--- config.mk ---
export PLATFORM = sky130hd
export DESIGN_NAME = mbd_front
export DESIGN_NICKNAME = d
export VERILOG_FILES = /design/src/hw/rtl/mbd_pkg.sv /design/src/hw/rtl/mbd_front.sv
export SDC_FILE = /design/constraint.sdc
export NUM_CORES = 2
export LEC_CHECK = 0
export BUFFER_PORTS_ARGS = -buffer_cell sky130_fd_sc_hd__buf_2
export CORE_UTILIZATION = 68
export DETAILED_ROUTE_END_ITERATION = 8
export PLACE_DENSITY = 0.88
export SYNTH_ARGS = -nofsm -noshare
export SYNTH_HDL_FRONTEND = slang
export SYNTH_SLANG_ARGS = --single-unit
--- constraint.sdc ---
create_clock -name vclk -period 24.3
set_input_delay 4.86 -clock vclk [all_inputs]
set_output_delay 4.86 -clock vclk [all_outputs]
set_load 0.03 [all_outputs]
--- src/hw/rtl/mbd_pkg.sv ---
// Shared types, constants and helper functions for the block decryptor.
// No dependencies; every other file imports this package.
`timescale 1ns / 1ps

package mbd_pkg;

   localparam int WORDS      = 4;
   localparam int QDEPTH     = 4;
   localparam int QPTR_W     = $clog2(QDEPTH);
   localparam int QCNT_W     = $clog2(QDEPTH + 1);
   localparam int DIV_STAGES = 32;

   localparam logic [7:0] CHK_SEED = 8'hF8;
   localparam logic [7:0] LEN_MASK = 8'h3D;

   // Register indexes on the configuration port
   localparam logic [2:0] REG_MOD_01 = 3'd0;
   localparam logic [2:0] REG_MOD_23 = 3'd1;
   localparam logic [2:0] REG_KEY_01 = 3'd2;
   localparam logic [2:0] REG_KEY_23 = 3'd3;
   localparam logic [2:0] REG_XOR_01 = 3'd4;
   localparam logic [2:0] REG_XOR_23 = 3'd5;

   typedef struct packed {
      logic [WORDS-1:0][31:0] modulus;
      logic [WORDS-1:0][31:0] key;
      logic [WORDS-1:0][31:0] xw;
   } cfg_type;

   typedef struct packed {
      logic [WORDS-1:0][31:0] prod;
      logic [WORDS-1:0][15:0] mix;
      logic [7:0]             length;
      logic [7:0]             chk_ref;
   } q_entry_type;

   typedef struct packed {
      logic [WORDS-1:0][31:0] rem;
      logic [WORDS-1:0][31:0] dvd;
      logic [WORDS-1:0][15:0] mix;
      logic [7:0]             length;
      logic [7:0]             chk_ref;
   } div_stage_type;

   typedef struct packed {
      logic [QCNT_W-1:0] count;
      logic              full;
      logic              empty;
   } q_status_type;

   // One restoring step: shift in one dividend bit, subtract when it fits.
   // A zero modulus subtracts nothing, so the dividend passes through.
   function automatic logic [31:0] div_step(input logic [31:0] rem,
                                            input logic bit_in,
                                            input logic [31:0] m);
      logic [32:0] r2;
      r2 = {rem, bit_in};
      if (r2 >= {1'b0, m}) begin
         r2 = r2 - {1'b0, m};
      end
      return r2[31:0];
   endfunction

endpackage

--- src/hw/rtl/mbd_front.sv ---
// Front end: unpacks the 88-bit cipher stream, unchains the words and forms
// the four key products and xor terms for one queue entry. Uses mbd_pkg.
`timescale 1ns / 1ps

module mbd_front (
   input  logic [87:0]          req_tdata,
   input  mbd_pkg::cfg_type     cfg,
   output mbd_pkg::q_entry_type entry
);
   import mbd_pkg::*;

   logic [10:0][7:0]       cb;
   logic [87:0]            s;
   logic [WORDS-1:0][31:0] w;
   logic [WORDS-1:0][31:0] u;

   assign cb = req_tdata;

   // Stream bit p is bit 7-(p%8) of byte p/8
   always_comb begin
      for (int p = 0; p < 88; p++) begin
         s[p] = cb[p / 8][7 - (p % 8)];
      end
   end

   // Gather the 18-bit words: low byte, high byte, bit 17, bit 16
   always_comb begin
      for (int n = 0; n < WORDS; n++) begin
         w[n] = '0;
         for (int i = 0; i < 8; i++) begin
            w[n][7 - i]  = s[18 * n + i];
            w[n][15 - i] = s[18 * n + 8 + i];
         end
         w[n][17] = s[18 * n + 16];
         w[n][16] = s[18 * n + 17];
      end
   end

   // Unchain words 2 down to 0
   always_comb begin
      u[3] = w[3];
      u[2] = w[2] ^ cfg.xw[2] ^ {16'h0, u[3][15:0]};
      u[1] = w[1] ^ cfg.xw[1] ^ {16'h0, u[2][15:0]};
      u[0] = w[0] ^ cfg.xw[0] ^ {16'h0, u[1][15:0]};
   end

   // Products wrap at 32 bits; xor term folds in the previous word
   always_comb begin
      for (int n = 0; n < WORDS; n++) begin
         entry.prod[n] = cfg.key[n] * u[n];
      end
      entry.mix[0] = cfg.xw[0][15:0];
      for (int n = 1; n < WORDS; n++) begin
         entry.mix[n] = cfg.xw[n][15:0] ^ u[n - 1][15:0];
      end
      entry.length  = cb[9] ^ cb[10] ^ LEN_MASK;
      entry.chk_ref = cb[10];
   end

endmodule

==> out/metrics.cfg <==
[synth]
yosysUniqueCellTypes = 57
synthAdderAreaFrac_pct = 60.4
post-synth-top-count-cell = inv_1
synth_compound_area_share_pct = 2.75
synth_top_family_by_area = adder cells
post_syn_nets = 9365
synthesis.instances = 6900
synth_top_cell_area_share_pct = 51.4
yosys-mux-area-fraction_pct = 0.0165
post_synth_xor_area_fraction_pct = 7.19
synth_simple_gate_area_share_pct = 17.1
syn_area_um2 = 60600
synth_top_cells_by_count = 1623 x inv_1, 1557 x fa_1, 1253 x nand2_1
synthDominantAreaCellType = fa_1
ys.warnings.count = 0
synthesis.area_per_instance_um2 = 8.79
synth.top_cells.by_area = fa_1 51%, inv_1 10%, ha_1 9.0%, and2_1 7.9%, nand2_1 7.8%
ys_seq_area_share_pct = 0

[place]
io_buffer_count = 536
finalWeightedCongestion = 0.965
hpwl_mm = 136
post-place-ws_ns = 4.92
placedCellCount = 8286

[grt]
gr-total-overflow = 0
global_route.usage.total_pct = 39.5
number_of_antenna_violations_at_the_first_check_in_global_routing = 30
maximum_number_of_pins_on_one_net_before_global_route_repair = 35
vias_in_the_first_global_route = 54060
grt_pass1_wl_mm = 277

[sta]
final-max-slew-violation-count = 0
final.setup.worst_slack_ns = 4.55
report.final.setup_viol = 0
fmax_mhz = 50.6
final_hold_viol_count = 0
fin_setup_tns_ns = 0
fin_crit_ns = 19.75
period_share_pct = 81.3
tightestPinTransition_ns = 1.19
slew_headroom_pct = 20.6
rsz_0062_raised_after_global_routing = false

[run_status]
status = finished with violations
violations = design-rule violations

[worst_setup_path]
worstPathRequired_ns = 19.44
cp.arrival_ns = 14.89
critical_path.most_common_cell = fa_1
cpMaxStageDelayCell = xnor2_2
setup.worst_path.end_class = output port
worstSetupPathType = in -> out
critical_path.max_stage_delay_ns = 0.76
worst-path-max-fanout = 27
worst_setup_path_start_kind = primary input

[detailed_routing]
wl_per_cell_um = 20.6
via_count = 48300
first_iter_violations = 3839
postRouteAntennaNets = 0
drt-vias-per-instance = 5.81
total_wirelength_of_the_detailed_routed_design_mm = 171
drc_errors = 1
firstDrtPassIters = 8

[floorplanning]
placeableCoreArea_um2 = 88400
initial_utilization_pct = 68.6
die_x_um = 301
placement_rows = 109
fp.dieH_um = 301
fp.dieArea_um2 = 90400
ports = 680

[cells_and_area]
final_instance_count_excl_fillers = 8315
syn_to_final_growth_pct = 5.62
final_net_count = 9588
seq_cells = 0
register_area_um2 = 0
nClkBuffers = 0
layout-drive-gt1-share_pct = 9.10

[clock_tree]
post-cts-setup-buffer-count = 0
holdBufCountCts = 0
cts_repair_resize_count = 0

[worst_hold_path]
hold_path_class = in -> out

[flow_run]
maxCapViolCount = 0

[placed cells by master, fill, tap and decap left out, drive strengths merged, types with 6 or more instances in the layout]
master	Yosys	final
o21a	17	17
nand2b	13	13
and3	9	9
a21o	41	41
diode	0	29
a211o	7	7
or3	6	6
inv	1623	1623
nand2	1253	1253
buf	38	591
nor2	45	45
and2	766	766
xnor2	360	360
nor2b	43	43
o21ai	45	45
a211oi	7	7
o21bai	18	18
ha	436	436
a21oi	86	86
nor3	20	20
fa	1557	1557
nand3	14	14
xor2	110	110
[layout make-up]
type	instances	area [um2]
tap	1165	1460
antenna	29	72.6
timing repair buffer	591	3100
fill	6097	24300
inverter	1623	6090
multi-input combinational	4907	53300
[final timing paths]
check                 cells past startpoint  slack, ns          to          start
worst max-delay path                     32       4.55  entry[111]        cfg[71]
worst min-delay path                      2       9.99    entry[6]  req_tdata[86]
[cell families (layout without fill, tap and decap cells)]
kind of cell | Yosys count | count (layout)
mux | 1 | 1
compound gates | 260 | 260
buf+inv | 1993 | 2214
simple gates | 2183 | 2183
xor+xnor | 470 | 470
other cells | 0 | 29
fa+ha+maj | 1993 | 1993
[per-stage QoR]
stage | util (%) | instance area (um2) | hold WS, ns
detailed placement | 72.4 | 64000 | 10.0
floorplan | - | 60600 | 9.85
CTS | 72.4 | 64000 | 10.0
global placement | 72.4 | 64000 | 9.99
global route | 72.4 | 64000 | 10.00
finish | 72.5 | 64000 | 9.99
[routing by layer]
layer	up-vias	part of all wire [%]	track usage, %
met5	-	0.026	0
met4	8	7.1	23.7
met3	859	13	10.5
met2	3221	47	64.8
met1	24145	33	46.6
li1	20067	-	-
[worst max-delay path, delay by kind of cell]
kind / cells / cell delay, ns
buffers and inverters: 7 / 1.57
AO/OA/AOI/OAI: 4 / 1.03
AND/OR/NAND/NOR: 7 / 1.67
XOR/XNOR: 5 / 1.88
adder cells (fa/ha/maj): 9 / 3.78
