File: config.mk
export PLATFORM = sky130hd
export DESIGN_NAME = mbd_queue
export DESIGN_NICKNAME = d
export VERILOG_FILES = /design/src/hw/rtl/mbd_pkg.sv /design/src/hw/rtl/mbd_queue.sv
export SDC_FILE = /design/constraint.sdc
export NUM_CORES = 1
export LEC_CHECK = 0
export BUFFER_PORTS_ARGS = -buffer_cell sky130_fd_sc_hd__buf_2
export CAP_MARGIN = 20
export CELL_PAD_IN_SITES_DETAIL_PLACEMENT = 1
export CELL_PAD_IN_SITES_GLOBAL_PLACEMENT = 1
export CORE_UTILIZATION = 45
export DETAILED_ROUTE_END_ITERATION = 8
export GPL_ROUTABILITY_DRIVEN = 0
export PLACE_DENSITY_LB_ADDON = 0.1
export SLEW_MARGIN = 20
export SYNTH_ARGS = -nofsm -noshare
export SYNTH_HDL_FRONTEND = slang
export SYNTH_SLANG_ARGS = --single-unit
File: constraint.sdc
create_clock -name clock -period 12.01 [get_ports clock]
set_input_delay 1.201 -clock clock [delete_from_list [all_inputs] [get_ports clock]]
set_output_delay 1.201 -clock clock [all_outputs]
set_load 0.1 [all_outputs]
File: src/hw/rtl/mbd_pkg.sv
// Shared types, constants and helper functions for the block decryptor.
// No dependencies; every other file imports this package.
`timescale 1ns / 1ps

package mbd_pkg;

   localparam int WORDS      = 4;
   localparam int QDEPTH     = 4;
   localparam int QPTR_W     = $clog2(QDEPTH);
   localparam int QCNT_W     = $clog2(QDEPTH + 1);
   localparam int DIV_STAGES = 32;

   localparam logic [7:0] CHK_SEED = 8'hF8;
   localparam logic [7:0] LEN_MASK = 8'h3D;

   // Register indexes on the configuration port
   localparam logic [2:0] REG_MOD_01 = 3'd0;
   localparam logic [2:0] REG_MOD_23 = 3'd1;
   localparam logic [2:0] REG_KEY_01 = 3'd2;
   localparam logic [2:0] REG_KEY_23 = 3'd3;
   localparam logic [2:0] REG_XOR_01 = 3'd4;
   localparam logic [2:0] REG_XOR_23 = 3'd5;

   typedef struct packed {
      logic [WORDS-1:0][31:0] modulus;
      logic [WORDS-1:0][31:0] key;
      logic [WORDS-1:0][31:0] xw;
   } cfg_type;

   typedef struct packed {
      logic [WORDS-1:0][31:0] prod;
      logic [WORDS-1:0][15:0] mix;
      logic [7:0]             length;
      logic [7:0]             chk_ref;
   } q_entry_type;

   typedef struct packed {
      logic [WORDS-1:0][31:0] rem;
      logic [WORDS-1:0][31:0] dvd;
      logic [WORDS-1:0][15:0] mix;
      logic [7:0]             length;
      logic [7:0]             chk_ref;
   } div_stage_type;

   typedef struct packed {
      logic [QCNT_W-1:0] count;
      logic              full;
      logic              empty;
   } q_status_type;

   // One restoring step: shift in one dividend bit, subtract when it fits.
   // A zero modulus subtracts nothing, so the dividend passes through.
   function automatic logic [31:0] div_step(input logic [31:0] rem,
                                            input logic bit_in,
                                            input logic [31:0] m);
      logic [32:0] r2;
      r2 = {rem, bit_in};
      if (r2 >= {1'b0, m}) begin
         r2 = r2 - {1'b0, m};
      end
      return r2[31:0];
   endfunction

endpackage

File: src/hw/rtl/mbd_queue.sv
// Short FIFO between front and back end, in flip-flops.
// Uses mbd_pkg for the entry and status types.
`timescale 1ns / 1ps

module mbd_queue (
   input  logic                 clock,
   input  logic                 reset,
   input  logic                 push,
   input  mbd_pkg::q_entry_type push_entry,
   input  logic                 pop,
   output mbd_pkg::q_entry_type head,
   output mbd_pkg::q_status_type status
);
   import mbd_pkg::*;

   q_entry_type             mem_ff [QDEPTH];
   logic [QPTR_W-1:0]       wr_ff, wr_in;
   logic [QPTR_W-1:0]       rd_ff, rd_in;
   logic [QCNT_W-1:0]       cnt_ff, cnt_in;

   assign head         = mem_ff[rd_ff];
   assign status.count = cnt_ff;
   assign status.full  = (cnt_ff == QCNT_W'(QDEPTH));
   assign status.empty = (cnt_ff == '0);

   // Advance pointers and count
   always_comb begin
      wr_in  = push ? QPTR_W'(wr_ff + 1'b1) : wr_ff;
      rd_in  = pop ? QPTR_W'(rd_ff + 1'b1) : rd_ff;
      cnt_in = cnt_ff;
      if (push && !pop) begin
         cnt_in = cnt_ff + 1'b1;
      end else if (pop && !push) begin
         cnt_in = cnt_ff - 1'b1;
      end
   end

   always_ff @(posedge clock) begin
      if (reset) begin
         wr_ff  <= '0;
         rd_ff  <= '0;
         cnt_ff <= '0;
      end else begin
         wr_ff  <= wr_in;
         rd_ff  <= rd_in;
         cnt_ff <= cnt_in;
      end
   end

   // Hold entry data
   always_ff @(posedge clock) begin
      if (push) begin
         mem_ff[wr_ff] <= push_entry;
      end
   end

endmodule

==> metrics.csv <==
stage,metric,value,unit
critical_path,CP Data Required Time,10.81,ns
floorplanning,core footprint,66300,sq um
synthesis,synthesized net count,1348,
hold_path,hold wc startpoint,cnt_ff[2]$_SDFFE_PP0P_,
clock_tree,H-tree depth,3,
clock_tree,Longest Clk Path Bufs,3,
finish,"commonest non-fill, non-tap cell in the layout",edfxtp_1,
finish,nets,1833,
finish,multi-input logic area,4920,sq um
synthesis,syn avg cell area,26.9,sq um
hold_path,worst hold path type,reg -> reg,
drt,Vias,13600,
critical_path,Worst Path Max Fanout,66,
status,status,completed,
finish,Register Area,25200,sq um
timing,endpoints failing setup,0,
finish,final core utilization,54.6,%
place,DP HPWL,39.7,mm
synthesis,Synth Instances,1130,
timing,"Min Clock Period, post-route",5.16,ns
critical_path,r2r setup slk,8.67,ns
synthesis,share of synthesized registers carrying an async set or reset,0,%
synthesis,share of the synthesized area in the top cell type,82.2,%
global_routing,total track usage,19.0,%
timing,worst hold margin,0.553,ns
timing,final worst path period share,43.0,%
drt,initial drt markers,821,
power,combinational share of power,18.8,%
clock_tree,postcts setup bufs,0,
critical_path,critical path launch point type,flip-flop,
drt,routed wl met2,33.3,mm
global_routing,grt ovf,0,
timing,max-slew violations,0,
global_routing,largest net degree at the start of global routing,150,
drt,DRC violations left,0,
finish,area grow syn2layout,19.0,%
power,Peak VDD IR,139,uV
timing,slew of the pin with the lowest slew margin,1.03,ns
floorplanning,Initial Util,45.8,%
floorplanning,IO Pins,425,
drt,Detail Route Antenna Nets,0,
synthesis,synthesis-stage register bit count,841,
critical_path,WS Path Type,reg -> out,
synthesis,"EDFF count, synth",832,
drt,met3 WL,5.00,mm
hold_path,worst hold stages,2,
clock_tree,Clock transition at path regs,0.05,ns
power,sequential share of power,46.6,%
drt,drt pass-1 iters,4,
drt,average wire per standard cell,25.6,um
critical_path,Slowest cell on crit path,buf_4,
power,clock power share,34.6,%
hold_path,Hold EP,cnt_ff[2]$_SDFFE_PP0P_,
critical_path,"slowest stage delay, CP",0.90,ns
timing,RSZ-0062 raised after global routing,no,
critical_path,CP cell instances,buf_4 > buf_4 > mux4_2 > buf_2,
timing,Slew headroom,31.5,%
clock_tree,hold_buf cts,0,
floorplanning,Die H,262,um
clock_tree,CTS tree,done,
timing,Max Freq,194,MHz
global_routing,number of global-route vias before repair,14700,
power,Sw Share,30.0,%
critical_path,Setup crit end kind,output port,
clock_tree,Worst-Skew Late Latency,0.61,ns
clock_tree,cts bufs inserted,87,
drt,WL final,65.4,mm
finish,Fill cells,5723,
global_routing,initial antenna violation count,26,
finish,share of cells above drive strength 1,45.8,%
timing,final hold violations,0,
synthesis,cell area after synthesis,30400,sq um
synthesis,Cell variety after synth,21,
synthesis,synthesis warning total,0,
timing,Clock Skew,0.0166,ns
drt,Via density,5.34,
clock_tree,Root Buffer,clkbuf_16,
critical_path,r2r startpoint,wr_ff[0]$_SDFFE_PP0P_,
place,IO Port Bufs,424,
flow_run,Max Cap Violations,0,
critical_path,critical path's most frequent cell,buf_4,
clock_tree,# clock sinks,841,
synthesis,sequential share of the synthesized area,82.7,%
drt,M1 wire length,25.5,mm
finish,most frequent cells in the layout,"832 x edfxtp_1, 424 x buf_2, 208 x mux4_2",
power,PwrDens,202,nW/um^2
floorplanning,Die Wd,262,um
clock_tree,CTS resizes,0,
critical_path,reg2reg end,mem_ff[2][148]$_DFFE_PP_,
floorplanning,row count,94,
synthesis,Synth area leaders,"edfxtp_1 82%, mux4_2 15%, dfxtp_1 0.59%",
critical_path,cells on worst reg2reg path,5,
power,P_int,0.00513,W
critical_path,worst path arrival time,3.96,ns
synthesis,Most used DFF post-synth,edfxtp_1,
power,net switching power,0.00220,W
global_routing,first-pass GRT wire length,94.4,mm
floorplanning,die area,68600,sq um
drt,top routing layer used,met5,
power,Leakage,12.1,nW
synthesis,"area leader, netlist",edfxtp_1,
timing,Post-Route Setup TNS,0,ns
cell families (layout without fill, tap and decap cells):
kind of cell / after synthesis / after routing / synth area share, %
AND/OR/NAND/NOR: 15 / 15 / 0.243
adder cells (fa/ha/maj): 6 / 6 / 0.272
XOR/XNOR: 5 / 5 / 0.144
other: 0 / 8 / 0
multiplexers: 210 / 210 / 15.5
flip-flops: 841 / 841 / 82.7
AO/OA/AOI/OAI: 2 / 2 / 0.0329
buffers and inverters: 51 / 602 / 1.09
registers in the layout, indices dropped and copies added (netlist names), named ones only:
| signal | flops |
|---|---|
| mem_ff | 832 |
| wr_ff | 2 |
| cnt_ff | 3 |
| rd_ff | 2 |
Yosys cell counts, types with 2 or more instances:
cell type	n
ha_1	5
buf_2	23
and2_1	4
clkbuf_1	2
edfxtp_1	832
nor2_1	7
xnor2_1	2
mux4_2	208
mux2i_1	2
dfxtp_1	9
xor2_1	3
inv_1	4
buf_6	15
buf_1	7
layout make-up:
class                           count  share of cell area (%)
Sequential cell                   841                    69.5
Multi-Input combinational cell    238                    13.6
Clock buffer                      120                    6.68
Timing Repair Buffer              443                    6.33
Tap cell                          864                    2.99
Clock inverter                     35                   0.771
Antenna cell                        8                  0.0553
Inverter                            4                  0.0415
worst max-delay path by stage:
stage | startpoint | to | slack (ns)
detailed placement | flip-flop | head[143] | 7.30
global route | flip-flop | head[141] | 6.47
CTS | flip-flop | head[143] | 6.63
floorplan | push | mem_ff[0][0]$_DFFE_PP_ | 5.50
global placement | flip-flop | head[118] | 7.33
finish | flip-flop | head[198] | 6.85
through the flow:
step	cells	setup WS [ns]	total power, W	cell area, sq um
finish	2553	6.85	0.00733	36200
global route	2550	6.47	0.00756	36200
CTS	2545	6.63	0.00742	36200
detailed placement	2390	7.30	0.00487	33500
global placement	2390	7.33	0.00486	33500
floorplan	1130	5.50	0.00463	30400
metal layers:
layer / track usage (%) / vias to the layer above
met2: 31.6 / 340
met4: 5.84 / 38
met5: 0 / -
li1: - / 5908
met1: 23.5 / 7208
met3: 6.49 / 131
critical path, delay by kind of cell (launching register included):
family,cells,cell delay [ns]
mux,1,0.38
flops,1,0.64
buf+inv,3,2.18
power by group through the flow:
stage | clock [W] | sequential (W) | combinational, W
2_1_floorplan | 0 | 0.00350 | 0.00113
3_3_place_gp | 0 | 0.00347 | 0.00139
3_5_place_dp | 0 | 0.00348 | 0.00139
4_1_cts | 0.00261 | 0.00342 | 0.00140
5_1_grt | 0.00270 | 0.00343 | 0.00143
6_report | 0.00254 | 0.00342 | 0.00138
No activity file was read; power rests on OpenSTA's default activity.
